--- src/hdl/plmc_pkg.sv ---
// Shared types, register indexes and the gray conversion for the local minimum contrast unit.
package plmc_pkg;

	// Pixel and gray value types.
	typedef logic [7:0] chan_t;
	typedef logic [7:0] gray_t;

	// Window cells: left column (0..2) then centre column (3..5), top to bottom.
	typedef logic [5:0][7:0] win_t;

	// Which neighbours of the centre lie inside the frame.
	typedef struct packed {
		logic has_l;
		logic has_r;
		logic has_t;
		logic has_b;
	} nbr_mask_t;

	// Configuration register indexes.
	localparam logic CFG_FRAME_WIDTH  = 1'b0;
	localparam logic CFG_FRAME_HEIGHT = 1'b1;

	// Field widths and register resets.
	localparam int CFG_DATA_W   = 12;
	localparam int FW_REG_W     = 11;
	localparam int FH_REG_W     = 12;
	localparam int OUT_COL_W    = 10;
	localparam int ROW_W        = 12;
	localparam logic [FW_REG_W-1:0] FW_RESET = 11'd640;
	localparam logic [FH_REG_W-1:0] FH_RESET = 12'd480;
	localparam logic [ROW_W-1:0]    ROW_TOP  = 12'd4095;

	// Action codes of an input item.
	localparam logic ACT_PIXEL = 1'b0;
	localparam logic ACT_DRAIN = 1'b1;

	// Gray conversion: (11r + 16g + 5b) / 32, rounded down.
	function automatic gray_t gray_of(input chan_t r, input chan_t g, input chan_t b);
		logic [12:0] sum;
		sum = 13'd11 * 13'(r) + 13'd16 * 13'(g) + 13'd5 * 13'(b);
		return sum[12:5];
	endfunction

endpackage

--- src/hdl/plmc_nbr_min.sv ---
// Neighbour minimum over the 3x3 window and the resulting contrast of the centre pixel.
module plmc_nbr_min (
	input  plmc_pkg::win_t      win,
	input  plmc_pkg::gray_t     new_top,
	input  plmc_pkg::gray_t     new_mid,
	input  plmc_pkg::gray_t     new_bot,
	input  plmc_pkg::nbr_mask_t mask,
	output plmc_pkg::gray_t     contrast
);
	import plmc_pkg::*;

	gray_t [7:0] cand;
	logic  [7:0] cand_en;
	gray_t       centre;
	gray_t       min_val;

	// Eight neighbours, each enabled only when it lies inside the frame.
	always_comb begin
		centre     = win[4];
		cand[0]    = win[3];
		cand_en[0] = mask.has_t;
		cand[1]    = win[5];
		cand_en[1] = mask.has_b;
		cand[2]    = win[1];
		cand_en[2] = mask.has_l;
		cand[3]    = win[0];
		cand_en[3] = mask.has_l & mask.has_t;
		cand[4]    = win[2];
		cand_en[4] = mask.has_l & mask.has_b;
		cand[5]    = new_mid;
		cand_en[5] = mask.has_r;
		cand[6]    = new_top;
		cand_en[6] = mask.has_r & mask.has_t;
		cand[7]    = new_bot;
		cand_en[7] = mask.has_r & mask.has_b;
	end

	// Minimum of the enabled neighbours; with none enabled it stays at full scale,
	// which never lies below the centre.
	always_comb begin
		min_val = 8'hFF;
		for (int i = 0; i < 8; i++) begin
			if (cand_en[i] && (cand[i] < min_val)) begin
				min_val = cand[i];
			end
		end
		contrast = (min_val < centre) ? (centre - min_val) : centre;
	end

endmodule

--- config.mk ---
export PLATFORM = sky130hd
export DESIGN_NAME = plmc_nbr_min
export DESIGN_NICKNAME = d
export VERILOG_FILES = /design/src/hdl/plmc_pkg.sv /design/src/hdl/plmc_nbr_min.sv
export SDC_FILE = /design/constraint.sdc
export NUM_CORES = 1
export LEC_CHECK = 0
export BUFFER_PORTS_ARGS = -buffer_cell sky130_fd_sc_hd__buf_4
export CAP_MARGIN = 20
export CELL_PAD_IN_SITES_DETAIL_PLACEMENT = 0
export CELL_PAD_IN_SITES_GLOBAL_PLACEMENT = 2
export CORE_MARGIN = 2
export CORE_UTILIZATION = 31
export DETAILED_ROUTE_END_ITERATION = 16
export PLACE_DENSITY_LB_ADDON = 0.1
export SLEW_MARGIN = 20
export SYNTH_ARGS = -nofsm -noshare
export SYNTH_HDL_FRONTEND = slang
export SYNTH_SLANG_ARGS = --single-unit
--- constraint.sdc ---
create_clock -name vclk -period 34.4
set_input_delay 6.88 -clock vclk [all_inputs]
set_output_delay 6.88 -clock vclk [all_outputs]
set_load 0.05 [all_outputs]
=== Word-level counts from Yosys, hierarchy flattened ===
Index checks and enable logic that the tools add are counted.

* Register bits after elaboration: 0
* Bits of input ports: 76
* Output and inout bits: 8
* Word-level logic and storage cells: 31

* Add/sub/neg operators: 1
* $lt $le $gt $ge: 9
* Muxes and demuxes: 9
* Bitwise logic cells: 4
* Reduce and logical (&&, ||, !) cells: 8

{| class="wikitable"
|+ Operators by type and width
! cell !! number
|-
| 8-bit 2-to-1 mux || 9
|-
| 8-bit < comparator || 8
|-
| 1-bit logical AND || 8
|-
| 8-bit < comparator, second input constant || 1
|-
| 8-bit subtractor || 1
|-
| 1-bit bitwise AND || 4
|}

=== Logic depth before layout (Yosys ltp) ===
* Depth in word-level cells: 26
* Gate-level depth with buffers: 81
* Depth with buffers taken out: 75

=== Worst setup path before layout ===
No wires, ideal clock.

* Path type: input-to-output
* From: input mask[1] (netlist bit)
* To: output contrast[1]
* Arrival: 22.133 ns
* Required time: 27.520 ns
* Setup slack: 5.387 ns
* Stages on the path: 75
* Buffers on the path: 6
* Cells stage by stage: buf_2 > nor2b_1 > ha_1 > and4_1 > o2111a_1 > a211oi_2 > buf_4 > mux2i_1 > inv_1 > ha_1 > a211oi_1 > o21ai_1 > a311o_1 > nor2_1 > clkbuf_1 > nand2_1 > o21ai_0 > inv_1 > [39 not listed] > a21oi_1 > nor2b_1 > o21ai_0 > nand4b_1 > a2111oi_0 > a21oi_1 > a31oi_4 > mux2_4 > fa_1 > nor2b_1 > o21ai_0 > nand2b_1 > a21o_1 > a21o_1 > a21o_1 > a21oi_1 > nor2_1 > mux2i_1

* Cells in the longest elaborated chain, start to end: 25
* Elaborated cells between the ends (all ways): 28
* Classes of those cells: 1 x add/sub; 8 x order compare; 9 x mux; 2 x bitwise; 8 x reduce/logical

{| class="wikitable"
|+ Ends and longest elaborated chain
! what !! line !! source
|-
| start, declared || plmc_nbr_min.sv:7 || <nowiki>input plmc_pkg::nbr_mask_t mask,</nowiki>
|-
| 1-bit logical AND || plmc_nbr_min.sv:43 || <nowiki>if (cand_en[i] && (cand[i] < min_val)) begin</nowiki>
|-
| 8-bit 2-to-1 mux || plmc_nbr_min.sv:43 ||
|-
| 8-bit < comparator || plmc_nbr_min.sv:43 ||
|-
| 1-bit logical AND || plmc_nbr_min.sv:43 ||
|-
| 8-bit 2-to-1 mux || plmc_nbr_min.sv:43 ||
|-
| 8-bit < comparator || plmc_nbr_min.sv:43 ||
|-
| 1-bit logical AND || plmc_nbr_min.sv:43 ||
|-
| 8-bit 2-to-1 mux || plmc_nbr_min.sv:43 ||
|-
| [9 not listed] || n/a ||
|-
| 8-bit < comparator || plmc_nbr_min.sv:43 ||
|-
| 1-bit logical AND || plmc_nbr_min.sv:43 ||
|-
| 8-bit 2-to-1 mux (*) || plmc_nbr_min.sv:43 ||
|-
| 8-bit < comparator || plmc_nbr_min.sv:43 ||
|-
| 1-bit logical AND || plmc_nbr_min.sv:43 ||
|-
| 8-bit 2-to-1 mux (*) || plmc_nbr_min.sv:43 ||
|-
| 8-bit subtractor / 8-bit < comparator (equally long branches) || plmc_nbr_min.sv:47 || <nowiki>contrast = (min_val < centre) ? (centre - min_val) : centre;</nowiki>
|-
| 8-bit 2-to-1 mux (*) || plmc_nbr_min.sv:47 ||
|-
| end, declared || plmc_nbr_min.sv:8 || <nowiki>output plmc_pkg::gray_t contrast</nowiki>
|}

Mark *: on every way between the ends. The rest lies on a longest branch, timed or not.

=== Final worst setup path ===
* From: input mask[1] (netlist bit)
* To: output contrast[6]

The elaborated chain is that of the path after synthesis.

==> results.md <==
- Hold crit path type: input pin to output pin
- DR vias/cell: 5.100
- Placed Cells: around 620
- Cts repair resizes: 0
- ANT cells: 0
- Syn_area_per_cell: 7.278 sq um
- Global-route wire length before repair: 13.94 mm
- Cells after synthesis: 414
- Die extent in x: 102.6 um
- Vias in the first global route: 2867
- Initial Utilization: 32.30%
- Slowest stage cell on the critical path: a2111oi_0
- Nets: 614
- Met3 wire length: 311 um
- Hold Slack: 14160 ps
- Relative slew slack: between 20% and 30%
- DRT iter0 DRCs: 107
- Filler Cell Count: 976
- Die area: 10520 sq um
- Largest net degree at the start of global routing: 17
- Post-CTS Setup Bufs: 0
- Pre-CTS setup slack: 2631 ps
- Synth area leader: ha_1
- Port Buffers: 84
- Critical Path RT: 27520 ps
- Core area: 9328 sq um
- Fin crit period: 31890 ps
- Final TNS setup: 0 ps
- PwrDens: 44.08 nW/um^2
- Final setup fails: 0
- Total grt overflow: 0
- Outcome: finished, final reports clean
- Cell Area, Placed: ~3800 sq um
- Count of final hold-check violations: 0
- HPWL Detailed: 7.616 mm
- Crit share post-route: around 93%
- Post-synth top area share: about a fifth
- WL met1: around 4.8 mm
- Sequential cell count: 0
- Clk_buf instances: 0
- Max Cap Viol: 0
- Final core occ: 40.30%
- Avg WL per Cell: 13.88 um
- Post-layout instance area: approximately 3800 sq um
- Initial antenna violation count: 0
- Met2 WL: 3.470 mm
- Hold depth: 3
- Residual DRC: 0
- Row cnt: 35
- Unrepaired setup endpoints after global routing: false
- Post-DRT Antenna Nets: 0
- Final Max Tran Viols: 0
- Highest routed layer: met4
- Critical path depth: 73
- All-layer global routing usage: 15.98%
- Total area of sequential cells: 0 sq um
- CP Buf/Inv Count: 7
- CP top delay family: compound AO/OA/AOI/OAI gates
- Peak supply drop: ~0.000031 V
- Worst-path fanout max: 16
- Maximum clock frequency: 0.03136 GHz
- Combinational cell fraction of total power: 100.0%
- Hold-fix buffers at CTS: 0
- Overall Power: 0.1657 mW
- Ys Warns: 0
- Switch Pwr: roughly 0.096 mW
- DRT Wirelength: between 8 and 9 mm
- Gpl congestion: 0.7927
- Yosys cell types: 68
- Die Y-Extent: 102.6 um
- Crit path DAT: 25010 ps
- Startpoint types: input pin
- Via Count: 3157
- Syn nets: 536
- Sw frac: 57.90%
- Largest cells by area after synthesis: ha_1 19%, mux2i_1 11%, inv_1 6.7%
- Router iterations before antenna repair: 4
- Register area share after synthesis: 0%
- Crit Path Category: input pin to output pin
- Lkg Pwr: between 1.5 and 2 nW
- Final WS setup: between 2000 and 3000 ps
- Post-Layout Cell Count: around 620
- Clock power frac: 0%
- Area growth from synthesis to layout: 24.75%
- Share of layout cells above drive strength 1: 23.67%
- Setup crit end kind: output pin
- Cell Area, Synth: 3013 sq um
- CP max stage delay: 860 ps
- Worst-margin pin slew: 1050 ps
- Top Ports: 84
- Int Power: 0.06973 mW
- Share of power burned in registers: 0%
## layer usage
metal	track usage, %	vias to the layer above
met4	0.7179	0
met1	26.99	1421
met5	0	-
met2	22.93	54
met3	0.5424	2
li1	-	1680
## synthesized netlist by cell type (2+ instances only)
cell and instances:
a211o_1 2, a211oi_1 7, a211oi_2 3, a21boi_0 4, a21boi_1 2, a21o_1 9
a21oi_1 24, a31oi_1 5, and2_1 3, and3_1 2, and4_1 4, buf_6 2
clkbuf_1 4, ha_1 45, inv_1 54, maj3_1 4, mux2_2 8, mux2_4 9
mux2i_1 34, nand2_1 28, nand2_2 2, nand2b_1 9, nand3_1 12, nand3b_1 3
nand4_1 6, nor2_1 24, nor2b_1 20, nor3_1 5, o2111ai_1 5, o211ai_1 5
o21a_1 2, o21ai_0 24, o21ai_1 4, o221ai_1 2, xnor2_1 2, xor2_1 4
## tightest hold or removal path: stages
cell	delay [ps]
buf_4	80
mux2_2	130
buf_4	180
## cells in the final DEF (no fill, tap or decap), types with 5 or more instances in the layout
cell | synthesis | final
nand3_1 | 12 | 12
o2111ai_1 | 5 | 5
a211oi_1 | 7 | 7
nor3_1 | 5 | 5
mux2i_1 | 34 | 34
a21oi_1 | 24 | 24
nor2b_1 | 20 | 20
nand2_1 | 28 | 28
nand4_1 | 6 | 6
o21ai_0 | 24 | 24
nand2b_1 | 9 | 9
mux2_2 | 8 | 8
inv_1 | 54 | 54
ha_1 | 45 | 45
mux2_4 | 9 | 9
a31oi_1 | 5 | 5
o211ai_1 | 5 | 5
a21o_1 | 9 | 9
nor2_1 | 24 | 24
buf_4 | 1 | 85
## logic make-up (layout without fill, tap and decap cells)
family	Yosys count	after routing	share of synthesized area, %
mux	52	52	19.14
simple gates	124	124	21.64
fa+ha+maj	50	50	20.68
buf+inv	63	139	8.513
compound gates	119	119	28.28
xor+xnor	6	6	1.744
## final cells by class
class              count  area [sq um]  area share, %
inverters             54         202.7          5.393
well taps            129         161.4          4.294
multi-input cells    351          2756          73.34
repair buffers        85         638.1          16.98
## final timing paths
path	startpoint	end	slack, ps
worst max-delay path	mask[1]	contrast[6]	2510
worst min-delay path	win[39]	contrast[7]	14160
## power groups by stage
stage               logic [mW]  clock network [mW]  registers [mW]
finish                   0.166                   0               0
global route             0.182                   0               0
detailed placement       0.165                   0               0
global placement         0.165                   0               0
floorplan                0.125                   0               0
CTS                      0.166                   0               0
No activity file was read; power rests on OpenSTA's default activity.
